$ cat config.mk
export PLATFORM = sky130hd
export DESIGN_NAME = playfair_cipher_encryptor_top_flat
export DESIGN_NICKNAME = d
export VERILOG_FILES = /design/src/pce_pkg.sv /design/src/pce_if.sv /design/src/playfair_cipher_encryptor_top.sv /design/src/flat_wrapper.sv
export SDC_FILE = /design/constraint.sdc
export NUM_CORES = 1
export LEC_CHECK = 0
export BUFFER_PORTS_ARGS = -buffer_cell sky130_fd_sc_hd__buf_4
export CAP_MARGIN = 5
export CORE_MARGIN = 2
export CORE_UTILIZATION = 40
export CTS_BUF_LIST = sky130_fd_sc_hd__clkbuf_4
export DETAILED_ROUTE_END_ITERATION = 7
export MAX_ROUTING_LAYER = met4
export PLACE_DENSITY = 0.66
export SETUP_SLACK_MARGIN = 0.3
export SLEW_MARGIN = 20
export SYNTH_ARGS = -nofsm -noshare
export SYNTH_HDL_FRONTEND = slang
export SYNTH_SLANG_ARGS = --single-unit
export TNS_END_PERCENT = 10
$ cat constraint.sdc
create_clock -name clk -period 14.37 [get_ports clk]
set_clock_uncertainty 0.1 [all_clocks]
set_input_delay 1.437 -clock clk [delete_from_list [all_inputs] [get_ports clk]]
set_output_delay 1.437 -clock clk [all_outputs]
set_load 0.005 [all_outputs]
$ cat src/pce_pkg.sv
package pce_pkg;

  localparam int GRID_SIDE  = 5;
  localparam int GRID_CELLS = GRID_SIDE * GRID_SIDE;
  localparam int ALPHA      = 26;
  localparam int LETTER_W   = 5;
  localparam int OPCODE_W   = 2;
  localparam int IDX_W      = $clog2(GRID_SIDE + 1);
  localparam int CELL_W     = $clog2(GRID_CELLS);

  localparam logic [LETTER_W-1:0] LET_I    = LETTER_W'(8);
  localparam logic [LETTER_W-1:0] LET_J    = LETTER_W'(9);
  localparam logic [LETTER_W-1:0] LET_X    = LETTER_W'(23);
  localparam logic [LETTER_W-1:0] LET_LAST = LETTER_W'(ALPHA - 1);

  typedef enum logic [OPCODE_W-1:0] {
    OP_KEY_LETTER  = 2'd0,
    OP_KEY_END     = 2'd1,
    OP_TEXT_LETTER = 2'd2,
    OP_TEXT_END    = 2'd3
  } op_t;

  typedef enum logic [2:0] {
    ST_IDLE,
    ST_FILL,
    ST_POS_A,
    ST_POS_B,
    ST_CELL_A,
    ST_CELL_B,
    ST_OUT_A,
    ST_OUT_B
  } state_t;

  typedef struct packed {
    logic [IDX_W-1:0] row;
    logic [IDX_W-1:0] col;
  } pos_t;

  function automatic logic [CELL_W-1:0] cell_addr(input pos_t p);
    cell_addr = CELL_W'(CELL_W'(p.row) * CELL_W'(GRID_SIDE) + CELL_W'(p.col));
  endfunction

  function automatic logic [IDX_W-1:0] next_idx(input logic [IDX_W-1:0] x);
    next_idx = (x == IDX_W'(GRID_SIDE - 1)) ? '0 : IDX_W'(x + 1'b1);
  endfunction

endpackage

$ cat src/pce_if.sv
interface pce_in_if import pce_pkg::*; ();
  logic                valid;
  logic                ready;
  logic [OPCODE_W-1:0] opcode;
  logic [LETTER_W-1:0] letter;

  modport source (output valid, output opcode, output letter, input ready);
  modport sink   (input valid, input opcode, input letter, output ready);
endinterface

interface pce_out_if import pce_pkg::*; ();
  logic                valid;
  logic                ready;
  logic [LETTER_W-1:0] cipher_letter;
  logic                last_of_pair;

  modport source (output valid, output cipher_letter, output last_of_pair, input ready);
  modport sink   (input valid, input cipher_letter, input last_of_pair, output ready);
endinterface

$ cat src/playfair_cipher_encryptor_top.sv
// Playfair encryptor, 5x5 grid with j folded into i.
// Input channel in_ch carries an opcode and a letter (a=0..z=25): key letters,
// then key end, then text letters and text end. Output channel out_ch carries
// cipher letters, two per encrypted pair, last_of_pair high on the second.
// Key letters, non-pairing text letters and ignored items are taken in ST_IDLE.
// Key end walks the alphabet through the shared placement logic in ST_FILL.
// A pair costs two position-memory reads and two grid-memory reads in series;
// the first cipher letter becomes valid once ST_POS_A, ST_POS_B, ST_CELL_A
// and ST_CELL_B have run after the transfer that completes the pair, the
// second in the cycle after the first is taken. in_ch.ready is low from the
// completing transfer until the second result is taken.
// A receiver stall holds the result in the output register and holds the
// block; nothing is lost.
// Reset (rst_n low, synchronous) clears the key, the pending letter and the
// output; the grid memory is rewritten as each new key is loaded and is not cleared.
module playfair_cipher_encryptor_top import pce_pkg::*; (
  input  logic       clk,
  input  logic       rst_n,
  pce_in_if.sink     in_ch,
  pce_out_if.source  out_ch
);

  state_t              state_r, state_nxt;
  logic [ALPHA-1:0]    used_r, used_nxt;
  pos_t                fill_r, fill_nxt;
  logic                key_ready_r, key_ready_nxt;
  logic                pend_valid_r, pend_valid_nxt;
  logic [LETTER_W-1:0] pend_letter_r, pend_letter_nxt;
  logic [LETTER_W-1:0] k_r, k_nxt;
  logic [LETTER_W-1:0] a_r, b_r;
  pos_t                pa_r;
  logic [CELL_W-1:0]   eb_r;
  pos_t                pos_q;
  logic [LETTER_W-1:0] grid_q;
  logic                out_valid_r;
  logic [LETTER_W-1:0] out_letter_r;
  logic                out_last_r;

  logic [LETTER_W-1:0] grid_mem [GRID_CELLS];
  pos_t                pos_mem  [ALPHA];

  logic                in_fire, out_fire;
  op_t                 in_op;
  logic [LETTER_W-1:0] in_char;
  logic                in_ok;
  logic                place_req, place_do;
  logic [LETTER_W-1:0] place_char;
  logic                enc_start;
  logic [LETTER_W-1:0] enc_a, enc_b;
  logic                pos_rd_en, grid_rd_en;
  logic [LETTER_W-1:0] pos_rd_addr;
  logic [CELL_W-1:0]   grid_rd_addr;
  pos_t                ea_pos, eb_pos;

  assign in_fire  = in_ch.valid && in_ch.ready;
  assign out_fire = out_ch.valid && out_ch.ready;
  assign in_op    = op_t'(in_ch.opcode);
  assign in_char  = (in_ch.letter == LET_J) ? LET_I : in_ch.letter;
  assign in_ok    = in_ch.letter < LETTER_W'(ALPHA);

  assign out_ch.valid         = out_valid_r;
  assign out_ch.cipher_letter = out_letter_r;
  assign out_ch.last_of_pair  = out_last_r;

  always_comb begin
    if (state_r == ST_FILL) begin
      place_req  = (k_r != LET_J);
      place_char = k_r;
    end else begin
      place_req  = in_fire && (in_op == OP_KEY_LETTER) && !key_ready_r && in_ok;
      place_char = in_char;
    end
    place_do = place_req && !used_r[place_char] && (fill_r.row < IDX_W'(GRID_SIDE));
  end

  always_comb begin
    ea_pos = pa_r;
    eb_pos = pos_q;
    if (pa_r.row == pos_q.row) begin
      ea_pos.col = next_idx(pa_r.col);
      eb_pos.col = next_idx(pos_q.col);
    end else if (pa_r.col == pos_q.col) begin
      ea_pos.row = next_idx(pa_r.row);
      eb_pos.row = next_idx(pos_q.row);
    end else begin
      ea_pos.col = pos_q.col;
      eb_pos.col = pa_r.col;
    end
  end

  always_comb begin
    used_nxt        = used_r;
    fill_nxt        = fill_r;
    key_ready_nxt   = key_ready_r;
    pend_valid_nxt  = pend_valid_r;
    pend_letter_nxt = pend_letter_r;
    k_nxt           = k_r;
    enc_start       = 1'b0;
    enc_a           = pend_letter_r;
    enc_b           = LET_X;
    if (place_do) begin
      used_nxt[place_char] = 1'b1;
      fill_nxt.col = next_idx(fill_r.col);
      if (fill_r.col == IDX_W'(GRID_SIDE - 1)) begin
        fill_nxt.row = IDX_W'(fill_r.row + 1'b1);
      end
    end
    if (state_r == ST_FILL) begin
      k_nxt = LETTER_W'(k_r + 1'b1);
      if (k_r == LET_LAST) begin
        key_ready_nxt = 1'b1;
      end
    end else if (in_fire) begin
      case (in_op)
        OP_KEY_END: begin
          k_nxt = '0;
        end
        OP_TEXT_LETTER: begin
          if (key_ready_r && in_ok) begin
            if (!pend_valid_r) begin
              pend_valid_nxt  = 1'b1;
              pend_letter_nxt = in_char;
            end else if (in_char == pend_letter_r) begin
              enc_start = 1'b1;
            end else begin
              enc_start      = 1'b1;
              enc_b          = in_char;
              pend_valid_nxt = 1'b0;
            end
          end
        end
        OP_TEXT_END: begin
          if (key_ready_r && pend_valid_r) begin
            enc_start      = 1'b1;
            pend_valid_nxt = 1'b0;
          end
        end
        default: begin
        end
      endcase
    end
  end

  always_comb begin
    state_nxt = state_r;
    case (state_r)
      ST_IDLE: begin
        if (in_fire && in_op == OP_KEY_END && !key_ready_r) begin
          state_nxt = ST_FILL;
        end else if (enc_start) begin
          state_nxt = ST_POS_A;
        end
      end
      ST_FILL: begin
        if (k_r == LET_LAST) begin
          state_nxt = ST_IDLE;
        end
      end
      ST_POS_A:  state_nxt = ST_POS_B;
      ST_POS_B:  state_nxt = ST_CELL_A;
      ST_CELL_A: state_nxt = ST_CELL_B;
      ST_CELL_B: state_nxt = ST_OUT_A;
      ST_OUT_A: begin
        if (out_ch.ready) begin
          state_nxt = ST_OUT_B;
        end
      end
      ST_OUT_B: begin
        if (out_ch.ready) begin
          state_nxt = ST_IDLE;
        end
      end
      default: state_nxt = ST_IDLE;
    endcase
  end

  always_comb begin
    in_ch.ready  = 1'b0;
    pos_rd_en    = 1'b0;
    grid_rd_en   = 1'b0;
    pos_rd_addr  = b_r;
    grid_rd_addr = eb_r;
    case (state_r)
      ST_IDLE:  in_ch.ready = 1'b1;
      ST_POS_A: begin
        pos_rd_en   = 1'b1;
        pos_rd_addr = a_r;
      end
      ST_POS_B: pos_rd_en = 1'b1;
      ST_CELL_A: begin
        grid_rd_en   = 1'b1;
        grid_rd_addr = cell_addr(ea_pos);
      end
      ST_CELL_B: grid_rd_en = 1'b1;
      default: begin
      end
    endcase
  end

  always_ff @(posedge clk) begin
    if (place_do) begin
      grid_mem[cell_addr(fill_r)] <= place_char;
      pos_mem[place_char]         <= fill_r;
    end
    if (pos_rd_en) begin
      pos_q <= pos_mem[pos_rd_addr];
    end
    if (grid_rd_en) begin
      grid_q <= grid_mem[grid_rd_addr];
    end
  end

  always_ff @(posedge clk) begin
    if (enc_start) begin
      a_r <= enc_a;
      b_r <= enc_b;
    end
    if (state_r == ST_POS_B) begin
      pa_r <= pos_q;
    end
    if (state_r == ST_CELL_A) begin
      eb_r <= cell_addr(eb_pos);
    end
    if (state_r == ST_CELL_B) begin
      out_letter_r <= grid_q;
      out_last_r   <= 1'b0;
    end else if (state_r == ST_OUT_A && out_fire) begin
      out_letter_r <= grid_q;
      out_last_r   <= 1'b1;
    end
  end

  always_ff @(posedge clk) begin
    if (!rst_n) begin
      state_r       <= ST_IDLE;
      used_r        <= '0;
      fill_r        <= '0;
      key_ready_r   <= 1'b0;
      pend_valid_r  <= 1'b0;
      pend_letter_r <= '0;
      k_r           <= '0;
      out_valid_r   <= 1'b0;
    end else begin
      state_r       <= state_nxt;
      used_r        <= used_nxt;
      fill_r        <= fill_nxt;
      key_ready_r   <= key_ready_nxt;
      pend_valid_r  <= pend_valid_nxt;
      pend_letter_r <= pend_letter_nxt;
      k_r           <= k_nxt;
      if (state_r == ST_CELL_B) begin
        out_valid_r <= 1'b1;
      end else if (state_r == ST_OUT_B && out_fire) begin
        out_valid_r <= 1'b0;
      end
    end
  end

endmodule

$ cat src/flat_wrapper.sv
// flat-port wrapper written by rule: the top's interface ports become plain ports
module playfair_cipher_encryptor_top_flat import pce_pkg::*;
  (clk, rst_n, in_ch_valid, in_ch_opcode, in_ch_letter, in_ch_ready, out_ch_valid, out_ch_cipher_letter, out_ch_last_of_pair, out_ch_ready);
  pce_in_if in_ch_i ();
  pce_out_if out_ch_i ();
  input  logic clk;
  input  logic rst_n;
  input wire logic [$bits(in_ch_i.valid)-1:0] in_ch_valid;
  input wire logic [$bits(in_ch_i.opcode)-1:0] in_ch_opcode;
  input wire logic [$bits(in_ch_i.letter)-1:0] in_ch_letter;
  output wire logic [$bits(in_ch_i.ready)-1:0] in_ch_ready;
  output wire logic [$bits(out_ch_i.valid)-1:0] out_ch_valid;
  output wire logic [$bits(out_ch_i.cipher_letter)-1:0] out_ch_cipher_letter;
  output wire logic [$bits(out_ch_i.last_of_pair)-1:0] out_ch_last_of_pair;
  input wire logic [$bits(out_ch_i.ready)-1:0] out_ch_ready;
  assign in_ch_i.valid = in_ch_valid;
  assign in_ch_i.opcode = in_ch_opcode;
  assign in_ch_i.letter = in_ch_letter;
  assign in_ch_ready = in_ch_i.ready;
  assign out_ch_valid = out_ch_i.valid;
  assign out_ch_cipher_letter = out_ch_i.cipher_letter;
  assign out_ch_last_of_pair = out_ch_i.last_of_pair;
  assign out_ch_i.ready = out_ch_ready;
  playfair_cipher_encryptor_top u_core (.clk(clk), .rst_n(rst_n), .in_ch(in_ch_i), .out_ch(out_ch_i));
endmodule
* Yosys cells after proc, flatten, opt, wreduce, memory -nomap -nowiden
Memory sizes are Yosys's and may differ from the RTL's. A register that Yosys moved wholly into a read port is not among the register bits.
Index checks and enable logic that the tools add are counted.
** Storage, ports and cells
- Bits in writable memories :: 281
- Register bits after elaboration :: 75
- Input bits :: 11
- Logic and storage cells :: 151
- Memories :: 2
- Output and inout bits :: 8
** Memory list
- u_core.pos_mem :: words 26, bits a word 6, read ports 1, clocked after memory_dff 1, write ports 1, line playfair_cipher_encryptor_top.sv:40 : pos_t pos_mem [ALPHA];
- u_core.grid_mem :: words 25, bits a word 5, read ports 1, clocked after memory_dff 1, write ports 1, line playfair_cipher_encryptor_top.sv:39 : logic [LETTER_W-1:0] grid_mem [GRID_CELLS];
** Cells by class
- Reduce and logical (&&, ||, !) cells :: 32
- Bitwise operators :: 6
- Multipliers :: 3
- Magnitude comparators :: 4
- $add $sub $neg :: 10
- Equal/unequal tests :: 27
- Mux-type cells :: 51
** Operators with widths (count)
- $mux W3 :: 18
- $mux W5 :: 9
- $eq A3 B3 Y1 const B :: 9
- $or A26 B26 Y26 :: 1
- $pmux W3 S8 :: 1
- $mux W1 :: 19
- $add A3 B1 Y3 const B :: 6
- $add A5 B3 Y5 :: 3
- $mul A3 B3 Y5 const B :: 3
- $logic_and A1 B1 Y1 :: 14
- $reduce_and A5 Y1 :: 2
- $reduce_bool A2 Y1 :: 5
- $eq A3 B2 Y1 const B :: 2
- $eq A3 B3 Y1 :: 2
- $lt A5 B6 Y1 const B :: 1
- $ne A2 B2 Y1 const B :: 3
- $reduce_and A2 Y1 :: 3
- $reduce_or A6 Y1 :: 1
- $add A5 B1 Y5 const B :: 1
- $bmux W1 S5 :: 1
- $demux W1 S5 :: 1
- $eq A5 B4 Y1 const B :: 1
- $eq A5 B5 Y1 :: 1
- $eq A5 B5 Y1 const B :: 1
- 16 further kinds :: 25

* Longest topological paths before layout
Gate-level depths: netlist (run 1).
- Word-level depth :: 11
- Depth in mapped cells :: 16
- Gate-level depth less buffers :: 14

* Worst setup path after synthesis (run 1)
OpenSTA, ideal clock, no wires.
- Path type :: input -> register
- From :: input port in_ch_letter[2]
- To :: memory u_core.pos_mem[13][0] (netlist name) (enable)
- Path slack :: 9.617 ns
- Stages on the path :: 10
- Buffers on the path :: 3
- Data required time :: 13.884 ns
- Setup time :: 0.386 ns
- Arrival :: 4.267 ns
- Path through :: buf_2 or4b_4 a31oi_4 buf_6 mux2i_1 o32ai_1 a211oi_4 nand2_4 buf_2 nor4_1
** Between the ends
- Longest elaborated chain between the ends :: 10
- Elaborated cells on any way between the ends :: 13
- Those cells by class :: 1 x order compare; 1 x eq/ne; 7 x mux; 4 x reduce/logical
** RTL lines
- start: declaration :: line flat_wrapper.sv:10 : input wire logic [$bits(in_ch_i.letter)-1:0] in_ch_letter;
- $eq A5 B4 Y1 :: line playfair_cipher_encryptor_top.sv:58 : assign in_char = (in_ch.letter == LET_J) ? LET_I : in_ch.letter;
- $mux W5 :: line playfair_cipher_encryptor_top.sv:58
- $mux W5 :: line playfair_cipher_encryptor_top.sv:66 : if (state_r == ST_FILL) begin
- $bmux W1 S5 :: line playfair_cipher_encryptor_top.sv:73 : place_do = place_req && !used_r[place_char] && (fill_r.row < IDX_W'(GRID_SIDE));
- $mux W1 (implied by the code) :: line playfair_cipher_encryptor_top.sv:73
- $logic_not A1 Y1 :: line playfair_cipher_encryptor_top.sv:73
- $logic_and A1 B1 Y1 (2 in series) :: line playfair_cipher_encryptor_top.sv:73
- $mux W1 :: line playfair_cipher_encryptor_top.sv:201 : if (place_do) begin
- $mux W1 (implied by the code) :: line playfair_cipher_encryptor_top.sv:203 : pos_mem[place_char] <= fill_r;
- end: declaration :: line playfair_cipher_encryptor_top.sv:40
Parallel ways exist; a longest one is shown, timed or not. The select of a mux whose other input is x is not followed.

* Worst setup path after layout (run 1)
- From :: register u_core.state_r[0]
- To :: memory u_core.pos_mem[21][1] (netlist name) (enable)
** Between the ends
- Longest elaborated chain between the ends :: 11
- Elaborated cells on any way between the ends :: 16
- Those cells by class :: 1 x eq/ne; 7 x mux; 8 x reduce/logical
** RTL lines
- start: declaration :: line playfair_cipher_encryptor_top.sv:23 : state_t state_r, state_nxt;
- start signal: assignment :: line playfair_cipher_encryptor_top.sv:244 : state_r <= state_nxt;
- branches (longest 11 deep; another with $mux W5)
Parallel ways; which one is timed is not known. The select of a mux whose other input is x is not followed.

==> results.tsv, run 1 <==
metric	value	unit
outcome	completed	
seqPwrFrac	0.478	
htree_levels	3	
worst_pin_slew	1.09	ns
arrival	5.54	ns
critPathCaptureType	register	
multi_input_area	5480	sq um
fill_cells	3490	
synth_area	16300	sq um
drv_cap	0	
cp_slowest_stage_delay	1.04	ns
setup_viol	0	
synth.ff_latch_count	367	
drc	0	
gr-usage-all-layers	0.176	
hold_class	reg2reg	
initial_utilization	0.407	
grt.overflow.total	0	
synth-simple-area-share	0.0762	
coreArea	39900	sq um
cp_slowest_cell	nor4_1	
synth_compound_area_frac	0.0607	
rows	73	
muxShareOfSynthArea	0.148	
max_slew_margin	0.268	
timing.final.ws_setup	9.05	ns
vdd_drop_max	90.0	uV
wirelength	34800	um
place_ws	8.35	ns
grt_pass1_vias	9644	
area_growth	12.0	%
power_leakage	6.59	nW
ios	19	
synth_top_area_cell	edfxtp_1	
hold_violations	0	
p_sw_frac	0.303	
fmax	188	MHz
grt_start_max_net_pins	66	
post_cts_buffers	0	
die_h	206	um
drive_gt1_frac	0.275	
clockPowerShare	0.321	
clockRootBuffer	clkbuf_4	
worst_hold_slack	0.325	ns
vias_per_cell	5.41	
cts_tree	done	
period_needed	5.32	ns
ant_nets	0	
syn-num-nets	1086	
total_power	2.66	mW
port_buffers	18	
cts_hold_buf	0	
fin_crit_sh	0.370	
slew_viol_final	0	
first_pass_iters	5	
synth_xor_xnor_area_share	0.0113	
fin_setup_tns	0	ns
dp_hpwl	21600	um
synth_cell_types	68	
cts_buffers	92	
wire_per_inst	20.4	um
required	14.60	ns
synth_edf_count	318	
yosysTopAreaCellShare	0.587	
ctsResizeCount	0	
ys.flop_type	edfxtp_1	
synthCells	1035	
combPwrFrac	0.201	
rsz0062_at_grt	false	
die-area	42300	sq um
crit_path_max_fanout	63	
p_sw	806	uW
cts.clk_slew.worst_paths	0.07	ns
die_w	206	um
num_vias	9251	
synth_top_family_by_area	multiplexers	
powerDensity	146	nW/um^2
async_reset_ff_frac	0	
insertion_delay	0.71	ns
syn_avg_cell_area	15.7	sq um
synthTopCellsByArea	edfxtp_1 (59%), mux4_2 (9.1%), dfxtp_1 (6.0%)	
clock_path_buffers	3	
yosysSeqAreaShare	0.647	
synthAdderAreaFrac	0.0322	
yosys_warnings	0	
drt_iter0_drc	788	
path_cells	or3b_4, mux2i_4, inv_2, buf_4, o221ai_2, a211oi_4, nand2_4, nor4_1	
setup.worst_path.start_class	register	
seq_area	10500	sq um
cts_sinks	367	
p_int	1.85	mW
fin_nets	1158	
grt_pass1_wl	55000	um
antenna_found_initial	1	
gp_congestion	0.780	
worstSetupPathType	reg2reg	
## placed cells by master, fill, tap and decap left out, types with 8 or more instances in the layout
master	n
o21ai_0	35
nor4_1	15
clkinv_1	27
buf_4	36
o41ai_2	19
nand2_1	80
nor2_1	51
clkbuf_4	131
nand3_1	20
mux2i_4	8
a21oi_1	23
dfxtp_1	49
ha_1	37
inv_1	24
mux2_2	19
nor3_1	18
edfxtp_1	318
xnor2_1	15
nor4_2	9
mux2i_1	56
mux4_2	66
## critical path, delay by kind of cell, from the launching register on
family / cells / cell delay, ns
AND/OR/NAND/NOR: 3 / 2.20
flip-flops: 1 / 0.76
buffers and inverters: 2 / 0.72
AO/OA/AOI/OAI: 2 / 0.72
multiplexers: 1 / 0.34
## metrics by stage
step                 util  instances  instance area [sq um]
floorplan               -       1035                  16300
global placement    0.425       1538                  17000
detailed placement  0.425       1538                  17000
CTS                 0.455       1708                  18100
global route        0.456       1709                  18200
finish              0.456       1709                  18200
## cell type report
class | instances | share of cell area
clock inverter | 39 | 0.00996
timing repair buffer | 36 | 0.0148
sequential | 367 | 0.578
clock buffer | 131 | 0.0540
inverter | 27 | 0.00557
multi-input combinational | 583 | 0.301
tap | 525 | 0.0361
antenna | 1 | 0.000137
## kinds of logic (layout without fill, tap and decap cells)
kind of cell / Yosys count / count (layout)
compound gates: 122 / 122
mux: 152 / 152
buf+inv: 85 / 233
flops: 367 / 367
simple gates: 248 / 248
other cells: 0 / 1
xor+xnor: 21 / 21
fa+ha+maj: 40 / 40
## path summary, 6_finish.rpt
| check | start | endpoint | slack (ns) | depth (start not counted) |
|---|---|---|---|---|
| setup / recovery | u_core.state_r[0]$_SDFFE_PN0P_ | u_core.pos_mem[21][1]$_DFFE_PP_ | 9.05 | 8 |
| hold / removal | u_core.grid_q[0]$_DFFE_PP_ | u_core.out_ch.cipher_letter[0]$_DFFE_PP_ | 0.32 | 0 |
| setup reg to reg | u_core.state_r[0]$_SDFFE_PN0P_ | u_core.pos_mem[21][1]$_DFFE_PP_ | 9.05 | 8 |
| hold reg to reg | u_core.grid_q[0]$_DFFE_PP_ | u_core.out_ch.cipher_letter[0]$_DFFE_PP_ | 0.32 | 0 |
## power by group through the flow
stage | logic (mW) | clock network, mW | registers, mW
CTS | 0.533 | 0.881 | 1.27
finish | 0.534 | 0.854 | 1.27
floorplan | 0.388 | 0 | 1.28
global route | 0.587 | 0.943 | 1.27
global placement | 0.527 | 0 | 1.29
detailed placement | 0.531 | 0 | 1.29
## per-layer routing
| metal | part of all wire | global-route usage | up-vias |
|---|---|---|---|
| li1 | - | - | 4275 |
| met1 | 0.46 | 0.241 | 4627 |
| met2 | 0.46 | 0.263 | 315 |
| met3 | 0.065 | 0.0377 | 34 |
| met4 | 0.012 | 0.0532 | 0 |
| met5 | 0 | - | - |
## synthesized netlist by cell type (2+ instances only)
| cell type | instances |
|---|---|
| edfxtp_1 | 318 |
| nand2_1 | 80 |
| mux4_2 | 66 |
| mux2i_1 | 63 |
| nor2_1 | 51 |
| dfxtp_1 | 49 |
| ha_1 | 37 |
| o21ai_0 | 36 |
| clkbuf_1 | 29 |
| inv_1 | 24 |
| nor4_1 | 24 |
| a21oi_1 | 23 |
| nand3_1 | 20 |
| mux2_2 | 19 |
| nor3_1 | 19 |
| o41ai_2 | 19 |
| buf_2 | 17 |
| xnor2_1 | 15 |
| nand2b_1 | 7 |
| nand4_1 | 7 |
| a21o_1 | 6 |
| buf_1 | 6 |
| buf_6 | 6 |
| o211ai_1 | 6 |
| or3_1 | 6 |
| xor2_1 | 6 |
| a21boi_0 | 5 |
| nor2b_1 | 5 |
| and2_1 | 4 |
| o32ai_1 | 4 |
| or2_2 | 4 |
| a31oi_1 | 3 |
| fa_1 | 3 |
| inv_2 | 3 |
| mux2i_4 | 3 |
| nand3b_1 | 3 |
| o211a_1 | 3 |
| o41ai_1 | 3 |
| nor3b_2 | 2 |
| o21a_1 | 2 |
| o31ai_1 | 2 |
## sequential cells by signal, summed over array words and instances, names as in the netlist
signal                       cells
u_core.b_r                       5
u_core.pos_q                     6
u_core.state_r                   3
u_core.out_ch.last_of_pair       1
u_core.enc_a                     5
u_core.pend_valid_r              1
u_core.out_ch.valid              1
u_core.key_ready_r               1
u_core.fill_r                    6
u_core.pa_r                      6
u_core.out_ch.cipher_letter      5
u_core.grid_q                    5
u_core.used_r                   26
u_core.eb_r                      5
u_core.pos_mem                 156
u_core.a_r                       5
u_core.grid_mem                125
u_core.k_r                       5
No activity file was read; power rests on OpenSTA's default activity.
==> run 2, diff against run 1 <==
Settings changed: PLACE_DENSITY 0.66 to 0.68.
Clock period 14.37 ns to 4.62 ns, I/O delays scaled along.
==> results.tsv, run 2 (synthesized netlist as in run 1, its figures left out) <==
metric	value	unit	change
outcome	completed		unchanged
total_power	8.34	mW	was 2.66 mW
cp-endpoint	u_core.grid_q[0]$_DFFE_PP_		was u_core.pos_mem[21][1]$_DFFE_PP_
num_vias	9370		was 9251
p_sw_frac	0.291		was 0.303
cts_tree	done		unchanged
cts_sinks	367		unchanged
drc	0		unchanged
rsz0062_at_grt	true		was false
initial_utilization	0.407		unchanged
fmax	240	MHz	was 188 MHz
insertion_delay	0.76	ns	was 0.71 ns
clockRootBuffer	clkbuf_4		unchanged
drv_cap	0		unchanged
ios	19		unchanged
p_sw	2.43	mW	was 806 uW
gp_congestion	0.806		was 0.780
cts_buffers	94		was 92
r2r_setup_slack	0.45	ns	was 9.05 ns
drt_iter0_drc	670		was 788
drive_gt1_frac	0.297		was 0.275
place_ws	0.362	ns	was 8.35 ns
fin_setup_tns	0	ns	unchanged
die_h	206	um	unchanged
power_leakage	6.86	nW	was 6.59 nW
die_w	206	um	unchanged
setup.worst_path.start_class	register		unchanged
largest_register_ffs	156		unchanged
seqPwrFrac	0.468		was 0.478
dp_hpwl	21300	um	was 21600 um
slew_viol_final	0		unchanged
hold_violations	0		unchanged
port_buffers	18		unchanged
grt_pass1_vias	9547		was 9644
worst_hold_slack	0.0800	ns	was 0.325 ns
worstSetupPathType	reg2reg		unchanged
period_needed	4.17	ns	was 5.32 ns
vdd_drop_max	273	uV	was 90.0 uV
die-area	42300	sq um	unchanged
timing.rr.end	u_core.grid_q[0]$_DFFE_PP_		was u_core.pos_mem[21][1]$_DFFE_PP_
arrival	4.54	ns	was 5.54 ns
regMostFlops	u_core.pos_mem		unchanged
wirelength	33800	um	was 34800 um
worst_pin_slew	0.931	ns	was 1.09 ns
clockPowerShare	0.322		was 0.321
wire_per_inst	19.3	um	was 20.4 um
coreArea	39900	sq um	unchanged
crit-reg2reg-launch	u_core.pos_q[5]$_DFFE_PP_		was u_core.state_r[0]$_SDFFE_PN0P_
required	4.99	ns	was 14.60 ns
timing.final.ws_setup	0.450	ns	was 9.05 ns
gr-usage-all-layers	0.168		was 0.176
vias_per_cell	5.36		was 5.41
rows	73		unchanged
setup_viol	0		unchanged
crit_start	u_core.pos_q[5]$_DFFE_PP_		was u_core.state_r[0]$_SDFFE_PN0P_
grt_pass1_wl	52800	um	was 55000 um
final_cell_mix	edfxtp_1 (318), clkbuf_4 (144), nand2_1 (80)		was edfxtp_1 (318), clkbuf_4 (131), nand2_1 (80)
crit_path_max_fanout	10		was 63
combPwrFrac	0.209		was 0.201
ant_nets	0		unchanged
htree_levels	3		unchanged
powerDensity	449	nW/um^2	was 146 nW/um^2
critPathCaptureType	register		unchanged
max_slew_margin	0.374		was 0.268
p_int	5.91	mW	was 1.85 mW
cts.clk_slew.worst_paths	0.06	ns	was 0.07 ns
r2r_cells	13		was 8
top_regs	u_core.pos_mem (156), u_core.grid_mem (125), u_core.used_r (26)		unchanged
grt.overflow.total	0		unchanged
min-delay-start	in_ch_opcode[0]		was u_core.grid_q[0]$_DFFE_PP_
fin_nets	1209		was 1158
hold_class	in2reg		was reg2reg
area_growth	14.2	%	was 12.0%
clock_path_buffers	3		unchanged
fin_crit_sh	0.903		was 0.370
final_common_cell	edfxtp_1		unchanged
antenna_found_initial	2		was 1
first_pass_iters	5		unchanged
grt_start_max_net_pins	66		unchanged
## run 2: changes by cell type in the layout (fill, tap and decap cells not counted), moves of 9 or more
| cell | before | now |
|---|---|---|
| clkinv_1 | 27 | 10 |
| buf_4 | 36 | 74 |
| clkbuf_4 | 131 | 144 |
| nor4_2 | 9 | 0 |
| nor4_1 | 15 | 24 |
## run 2: metal layers
metal	vias to the layer above	wire, um	global-route usage
met5	-	0	-
met4	0	503	0.0532
met3	47	1970	0.0353
met2	270	16700	0.272
met1	4689	14600	0.213
li1	4364	-	-
## run 2: area by class of cell
cell class,count,area [sq um]
antenna,3,7.51
tap,525,657
timing repair buffer,83,676
clock buffer,144,1080
fill,3435,21300
clock inverter,15,83.8
multi-input combinational,585,5440
sequential,367,10500
inverter,27,101
## run 2: worst min-delay path by stage
stage | endpoint | slack (ns) | cells after the start
6_report | u_core.pend_valid_r$_SDFFE_PN0P_ | 0.08 | 4
3_5_place_dp | u_core.out_ch.cipher_letter[3]$_DFFE_PP_ | 0.31 | 0
5_1_grt | u_core.pend_valid_r$_SDFFE_PN0P_ | 0.04 | 4
4_1_cts | u_core.pend_valid_r$_SDFFE_PN0P_ | 0.01 | 4
2_1_floorplan | u_core.out_ch.cipher_letter[0]$_DFFE_PP_ | 0.30 | 0
3_3_place_gp | u_core.out_ch.cipher_letter[3]$_DFFE_PP_ | 0.32 | 0
## run 2: what timing repair did
action / in CTS / in global routing
hold buffers: 6 / 0
cloned: 0 / 2
hold endpoints to repair: 13 / 0
setup buffers: 0 / 3
endpoints found under the setup margin: 2 / 5
pin swaps: 0 / 0
gates resized for setup: 1 / 3
## run 2: power by group through the flow
stage / sequential, mW / combinational [mW] / clock (mW)
after floorplan: 3.98 / 1.21 / 0
after global routing: 3.92 / 1.91 / 2.93
final: 3.91 / 1.75 / 2.69
after global placement: 3.97 / 1.70 / 0
after CTS: 3.91 / 1.75 / 2.77
after detailed placement: 3.98 / 1.74 / 0
## run 2: worst max-delay path, stage by stage (launching register included)
cell and delay [ns]:
edfxtp_1 0.46, xor2_1 0.19, nor3_1 0.24, or2_4 0.22
mux2_2 0.36, ha_1 0.30, ha_1 0.34, fa_1 0.44
xnor2_1 0.16, nand2_1 0.20, o21ai_2 0.24, mux2i_1 0.26
mux2i_1 0.11, mux2_2 0.26
## run 2: per-stage QoR
step / area [sq um] / utilization / cells
floorplan: 16300 / - / 1035
global placement: 17300 / 0.433 / 1576
detailed placement: 17300 / 0.433 / 1576
CTS: 18500 / 0.464 / 1741
global route: 18600 / 0.465 / 1749
finish: 18600 / 0.465 / 1749
==> run 3, diff against run 2 <==
Settings changed: MAX_ROUTING_LAYER met4 to default.
==> results.tsv, run 3 (synthesized netlist as in run 1, its figures left out) <==
metric	value	unit	change
fmax	242	MHz	was 240 MHz
rows	73		unchanged
slew_viol_final	0		unchanged
p_sw_frac	0.291		about the same
setup_viol	0		unchanged
cts_sinks	367		unchanged
grt.overflow.total	0		unchanged
cts_tree	done		unchanged
gr-usage-all-layers	0.164		was 0.168
final_common_cell	edfxtp_1		unchanged
path_cells	xor2_1, nor3_1, or2_4, mux2_2, ha_1, ha_1, fa_1, xnor2_1, nand2_1, o21ai_2, mux2i_1, mux2i_1, mux2_2		unchanged
top_regs	u_core.pos_mem (156), u_core.grid_mem (125), u_core.used_r (26)		unchanged
regMostFlops	u_core.pos_mem		unchanged
final_cell_mix	edfxtp_1 (318), clkbuf_4 (144), nand2_1 (80)		unchanged
power_leakage	6.86	nW	unchanged
wire_per_inst	19.3	um	about the same
die_w	206	um	unchanged
grt_pass1_wl	52800	um	about the same
num_vias	9365		was 9370
worst_pin_slew	0.926	ns	was 0.931 ns
place_ws	0.362	ns	unchanged
routed-wl-met3	2200	um	was 1970 um
required	4.99	ns	about the same
vdd_drop_max	273	uV	about the same
critPathCaptureType	register		unchanged
port_buffers	18		unchanged
dp_hpwl	21300	um	unchanged
arrival	4.51	ns	was 4.54 ns
wirelength	33800	um	about the same
antenna_found_initial	2		unchanged
coreArea	39900	sq um	unchanged
clock_path_buffers	3		unchanged
worstSetupPathType	reg2reg		unchanged
cp_slowest_cell	edfxtp_1		unchanged
die-area	42300	sq um	unchanged
grt_pass1_vias	9555		was 9547
ios	19		unchanged
ant_nets	0		unchanged
drive_gt1_frac	0.297		unchanged
fin_nets	1209		unchanged
rsz0062_at_grt	true		unchanged
fin_crit_sh	0.895		was 0.903
cts.clk_slew.worst_paths	0.06	ns	about the same
dr_wl_met2	16700	um	about the same
cts_buffers	94		unchanged
insertion_delay	0.77	ns	was 0.76 ns
period_needed	4.14	ns	was 4.17 ns
grt_start_max_net_pins	66		unchanged
timing.final.ws_setup	0.484	ns	was 0.450 ns
hold_violations	0		unchanged
drt_iter0_drc	715		was 670
p_sw	2.43	mW	about the same
cp_slowest_stage_delay	0.46	ns	about the same
powerDensity	449	nW/um^2	about the same
max_slew_margin	0.378		was 0.374
hold_class	in2reg		unchanged
drc	0		unchanged
first_pass_iters	5		unchanged
setup.worst_path.start_class	register		unchanged
largest_register_ffs	156		unchanged
vias_per_cell	5.35		was 5.36
p_int	5.91	mW	about the same
area_growth	14.2	%	unchanged
clockPowerShare	0.322		about the same
fin_setup_tns	0	ns	unchanged
combPwrFrac	0.209		about the same
place_area	17300	sq um	unchanged
outcome	completed		unchanged
die_h	206	um	unchanged
crit_path_max_fanout	10		unchanged
initial_utilization	0.407		unchanged
top_layer	met4		unchanged
drv_cap	0		unchanged
wl_met1	14400	um	was 14600 um
gp_congestion	0.794		was 0.806
seqPwrFrac	0.468		about the same
clockRootBuffer	clkbuf_4		unchanged
fin_area	18600	sq um	unchanged
htree_levels	3		unchanged
## run 3: cell counts in the layout (fill, tap and decap cells not counted)
No cell type changed its count.
## run 3: repair_timing
item                       in CTS  in global routing
gates cloned                    0                  2
resized for setup               1                  3
hold endpoints to repair       13                  0
setup endpoints to repair       2                  5
hold buffers                    6                  0
buffers inserted                0                  3
## run 3: per-stage QoR
stage / total power, mW / hold WS [ns] / utilization / std cells
global placement: 5.67 / 0.319 / 0.433 / 1576
floorplan: 5.19 / 0.300 / - / 1035
global route: 8.76 / 0.0403 / 0.465 / 1749
finish: 8.34 / 0.0833 / 0.465 / 1749
detailed placement: 5.72 / 0.312 / 0.433 / 1576
CTS: 8.43 / 0.0148 / 0.464 / 1741
## run 3: area by class of cell
type | count | area, sq um
Antenna cell | 3 | 7.51
Clock buffer | 144 | 1080
Clock inverter | 15 | 83.8
Multi-Input combinational cell | 585 | 5440
Timing Repair Buffer | 83 | 676
Fill cell | 3435 | 21300
Inverter | 27 | 101
Tap cell | 525 | 657
Sequential cell | 367 | 10500
## run 3: path summary, 6_finish.rpt
kind	start	to	slack, ns	cells after the start
max	u_core.pos_q[5]$_DFFE_PP_	u_core.grid_q[2]$_DFFE_PP_	0.48	13
min	in_ch_opcode[0]	u_core.pend_valid_r$_SDFFE_PN0P_	0.08	4
max reg2reg	u_core.pos_q[5]$_DFFE_PP_	u_core.grid_q[2]$_DFFE_PP_	0.48	13
min reg2reg	u_core.grid_q[3]$_DFFE_PP_	u_core.out_ch.cipher_letter[3]$_DFFE_PP_	0.33	0
## run 3: routing by layer
| layer | vias up | global-route usage |
|---|---|---|
| met5 | - | 0 |
| met4 | 0 | 0.0532 |
| met1 | 4661 | 0.214 |
| met3 | 45 | 0.0369 |
| met2 | 298 | 0.272 |
| li1 | 4361 | - |
## run 3: power groups by stage
stage	Combinational [mW]	Clock (mW)	Sequential, mW
floorplan	1.21	0	3.98
global placement	1.70	0	3.97
detailed placement	1.74	0	3.98
CTS	1.75	2.77	3.91
global route	1.91	2.93	3.92
finish	1.74	2.69	3.91
## run 3: worst max-delay path: cells and delay by family (launching register included)
kind / cells / cell delay (ns)
DFF: 1 / 0.46
and+or+nand+nor: 3 / 0.66
adders and majority gates: 3 / 1.08
AOI/OAI and AO/OA: 1 / 0.23
xor gates and xnor gates: 2 / 0.35
muxes: 4 / 0.97
